[src/rtl/lavm_pkg.sv]
// Shared constants and types for the look-at view matrix pipeline.
`timescale 1ns / 1ps
package lavm_pkg;
   localparam int Q_ONE      = 16384;
   localparam int MAG_W      = 31;  // component magnitude, up to 2^30
   localparam int SQ_W       = 62;  // sum of three squares
   localparam int ROOT_W     = 31;
   localparam int REM_W      = 35;
   localparam int SQRT_STEPS = 31;
   localparam int QBITS      = 15;  // quotient up to 16384
   localparam int NUM_W      = 45;
   localparam int NORM_TOP   = 29;  // leading one goes to bit 29
   localparam int NORM_LAT   = 4 + SQRT_STEPS + 1 + QBITS + 1;
   localparam int XPROD_LAT  = 2;
   localparam int DOT_LAT    = 3;

   typedef logic signed [15:0] q14_type;
   typedef logic signed [31:0] q16_type;
endpackage

[src/rtl/lavm_dot.sv]
// Three-stage negated dot product, rounded to Q16.16 and saturated.
`timescale 1ns / 1ps
module lavm_dot (
   input  logic              clock,
   input  logic              en,
   input  lavm_pkg::q14_type a [3],
   input  lavm_pkg::q16_type b [3],
   output lavm_pkg::q16_type t
);
   logic signed [47:0] prod_ff [3];
   logic signed [49:0] sum_ff;
   lavm_pkg::q16_type  t_ff;

   logic signed [50:0] neg_in;
   logic signed [36:0] rnd_in;

   always_comb begin
      neg_in = 51'sd8192 - 51'(sum_ff);
      rnd_in = 37'(neg_in >>> 14);
   end

   always_ff @(posedge clock) begin
      if (en) begin
         for (int i = 0; i < 3; i++) begin
            prod_ff[i] <= 48'(a[i]) * 48'(b[i]);
         end
         sum_ff <= 50'(prod_ff[0]) + 50'(prod_ff[1]) + 50'(prod_ff[2]);
         if (rnd_in > 37'sd2147483647) begin
            t_ff <= 32'sh7fffffff;
         end else if (rnd_in < -37'sd2147483648) begin
            t_ff <= 32'sh80000000;
         end else begin
            t_ff <= rnd_in[31:0];
         end
      end
   end

   assign t = t_ff;
endmodule

[config.mk]
export PLATFORM = sky130hd
export DESIGN_NAME = lavm_dot
export DESIGN_NICKNAME = d
export VERILOG_FILES = /design/src/rtl/lavm_pkg.sv /design/src/rtl/lavm_dot.sv
export SDC_FILE = /design/constraint.sdc
export NUM_CORES = 2
export LEC_CHECK = 0
export ABC_AREA = 1
export BUFFER_PORTS_ARGS = -buffer_cell sky130_fd_sc_hd__buf_2
export CORE_MARGIN = 2
export CORE_UTILIZATION = 25
export CTS_CLUSTER_DIAMETER = 30
export CTS_CLUSTER_SIZE = 14
export DETAILED_ROUTE_END_ITERATION = 10
export SYNTH_ARGS = -nofsm -noshare
export SYNTH_HDL_FRONTEND = slang
export SYNTH_SLANG_ARGS = --single-unit
[constraint.sdc]
create_clock -name clock -period 8.7 [get_ports clock]
set_input_delay 1.74 -clock clock [delete_from_list [all_inputs] [get_ports clock]]
set_output_delay 1.74 -clock clock [all_outputs]
set_load 0.05 [all_outputs]
---- Yosys cells after proc, flatten, opt, wreduce, memory -nomap -nowiden ----
Memories as Yosys holds them, arrays and structs flattened.
Cells that the tools add are included.
cells by class
  $lt $le $gt $ge ......................... 2
  $mul .................................... 3
  mux-type cells .......................... 3
  $add $sub $neg .......................... 3
operator list
  kind                                                                                number
  16-bit by 32-bit multiplier with 48-bit output                                      3
  15-bit by 50-bit subtractor with 51-bit output (first input constant)               1
  49-bit by 48-bit adder with 50-bit output                                           1
  48-bit by 48-bit adder with 49-bit output                                           1
  37-bit by 32-bit greater-than comparator with 1-bit output (second input constant)  1
  37-bit by 32-bit less-than comparator with 1-bit output (second input constant)     1
  32-bit two-way mux                                                                  1
  1-bit two-way mux                                                                   2
storage, ports and cells
  memories kept ........................... 1
  bits of input ports ..................... 146
  bits in registers ....................... 82
  RAM bits ................................ 144
  output and inout port bits .............. 32
  logic and storage cells ................. 14
memories
  memory   words  bits a word  rd ports  clocked after memory_dff  wr ports  RTL line        source
  prod_ff  3      48           3         0                         3         lavm_dot.sv:10  logic signed [47:0] prod_ff [3];

---- Longest topological paths before layout ----
  depth in word-level cells ............... 3
  gate-level depth with buffers ........... 29
  gate-level depth less buffers ........... 27

---- Least setup slack after synthesis ----
Ideal clock, no wire load.
  path kind ............................... input to register
  from .................................... in b[7] in the netlist's numbering
  to ...................................... mem prod_ff[2][27], in the netlist prod_ff[0][123], data pin
  stages .................................. 24
  arrival ................................. 6816 ps
  buffers on the path ..................... 2
  required time ........................... 8448 ps
  setup time .............................. 252 ps
  setup slack ............................. 1631 ps
  cells stage by stage .................... clkbuf_1 > clkbuf_1 > nand2_1 > fa_1 > inv_1 > fa_1 > inv_1 > fa_1 > inv_1 > fa_1 > fa_1 > inv_1 > fa_1 > inv_1 > ha_1 > a21oi_1 > a21boi_0 > o211ai_2 > nand2_1 > nand2_1 > nand2_1 > nand2_1 > nand2_1 > nand2_1
RTL lines
  element             RTL line        source
  start: declaration  lavm_dot.sv:7   input lavm_pkg::q16_type b [3],
  end: declaration    lavm_dot.sv:10

==> out/results.tsv <==
metric	value	unit
fmax	133.6	MHz
grt_overflow_total	0	
ys_seq_area_frac	0.09728	
outcome	completed	
viasPerCell	4.299	
synthSimpleGateAreaFrac	0.1758	
syn_to_final_growth	9.235	%
skew	0.04335	ns
yosys-top-cells-count	2636 x inv_1, 2250 x nand2_1, 1507 x fa_1, 556 x nor2_1, 390 x ha_1	
fin_crit_sh	0.8603	
stdcell_area	0.07620	mm²
firstDrtPassIters	8	
wl_per_cell	16.03	µm
place_hpwl	170.5	mm
grt_pass1_wl	326.6	mm
slew_violations	0	
cap_viol_max_count	0	
clk_path_buf_depth	3	
synthMuxAreaShare	0	
drive_gt1_frac	0.04148	
synth-seq-cells	226	
synth_adder_area_share	0.5024	
clkSinkCount	226	
synth-xor-area-share	0.02134	
setup_ws	1.215	ns
route.vias.total	54280	
cp-start-kind	primary input	
cts.clk_slew.worst_paths	0.05	ns
rows	193	
syn_avg_cell_area	7.822	µm²
start_util	0.2519	
gr-usage-all-layers	0.1451	
synth_top_family_by_area	adder cells	
cts-root-buf	clkbuf_16	
synth_top_area_share	0.4325	
crit_type	in -> reg	
cts.repair.resized	0	
synth_ff_type	edfxtp_1	
async_reset_ff_frac	0	
core	0.2770	mm²
postCtsHoldBufs	0	
nets	10920	
fin_setup_tns	0	ns
dieArea	0.2833	mm²
drt_iter0_drc	3503	
crit_fanout	23	
antenna_found_initial	21	
synth-edff-count	226	
die_x	532.3	µm
cts_tree	done	
tightestPinTransition	0.9778	ns
ant_nets	0	
dp_slack	0.6519	ns
gp_congestion	0.9284	
hold_viol	0	
worstSkewPairLatency	0.60	ns
placed_cell_area	0.07440	mm²
wl	202.4	mm
io_buffers	177	
yosys-top-cells-area	fa_1 43%, inv_1 14%, nand2_1 12%	
yosys_warnings	0	
required	9.04	ns
antennaDiodeCount	0	
synth_compound_area_frac	0.04312	
drc	0	
critPathArrivalTime	7.83	ns
critPathCaptureType	flop	
synth_cell_types	43	
htree_levels	2	
ioPinCount	178	
synth.net_count	10960	
fin_crit	7.485	ns
cts_made_buffers	53	
relSlewSlack	0.3481	
hp-class	reg -> reg	
synth.largest_area_cell	fa_1	
grt_setup_unrepaired	no	
grt_pass1_vias	57620	
syn_area	0.06976	mm²
yosysMostFrequentCell	inv_1	
setup-violations-final	0	
fp.dieH	532.3	µm
r2r_slack	5.15	ns
post_cts_buffers	0	
synth_cells	8919	
grt_start_max_net_pins	86	
routing by layer:
metal | vias to the layer above | track usage | share of wire
li1 | 25410 | - | -
met2 | 1659 | 0.2417 | 0.47
met3 | 249 | 0.01742 | 0.061
met5 | - | 0 | 0.00043
met1 | 26950 | 0.2023 | 0.45
met4 | 14 | 0.02756 | 0.019
cell usage in the layout (no fill, tap or decap), drive strengths merged, types with 35 or more instances in the layout:
cell type	instances
edfxtp	226
o21bai	35
nand3	170
nor3	38
clkbuf	54
o21ai	181
a21oi	257
ha	390
xnor2	58
buf	224
xor2	112
inv	2651
fa	1507
nor2	567
nand4	52
nand2	2258
registers in the layout, indices dropped and copies added (netlist names):
name     count
prod_ff    144
sum_ff      50
t           32
logic make-up (layout without fill, tap and decap cells):
kind of cell / count (synthesis) / after routing
flip-flops: 226 / 226
adder cells (fa/ha/maj): 1897 / 1897
AO/OA/AOI/OAI: 543 / 543
XOR/XNOR: 170 / 170
buffers and inverters: 2962 / 2963
AND/OR/NAND/NOR: 3121 / 3121
through the flow:
stage / std cells / utilization / hold slack [ns]
2_1_floorplan: 8919 / - / 0.6357
3_3_place_gp: 12530 / 0.2686 / 0.7372
3_5_place_dp: 12530 / 0.2686 / 0.7390
4_1_cts: 12630 / 0.2751 / 0.7498
5_1_grt: 12630 / 0.2751 / 0.7882
6_report: 12630 / 0.2751 / 0.7432
critical path: stages:
cell,delay [ns]
buf_2,0.47
buf_4,0.32
nand2_1,0.12
inv_1,0.10
fa_1,0.52
fa_1,0.68
inv_1,0.21
fa_1,0.53
fa_1,0.58
fa_1,0.43
fa_1,0.48
inv_1,0.04
ha_1,0.39
nand2_1,0.13
nor2_1,0.12
inv_1,0.10
nor4_1,0.44
nand3_1,0.23
nand4_1,0.15
nand2_1,0.06
area by class of cell:
| type | instances | area (µm²) |
|---|---|---|
| inverters | 2639 | 9906 |
| clock buffers | 54 | 1330 |
| fillers | 30170 | 200800 |
| clock inverters | 46 | 474.2 |
| multi-input cells | 5731 | 51810 |
| flip-flops and latches | 226 | 6787 |
| well taps | 3705 | 4636 |
| repair buffers | 224 | 1261 |
worst paths after layout:
check	start	cells after the start	endpoint
worst min register to register	prod_ff[0][1]	2	sum_ff[1]
worst min-delay path	prod_ff[0][1]	2	sum_ff[1]
worst max register to register	prod_ff[0][49]	10	sum_ff[19]
worst max-delay path	a[34]	20	prod_ff[0][42]
Power is left out: the tool's default activity adds up to more than one toggle a clock period on the data nets, which glitch-free logic cannot reach.
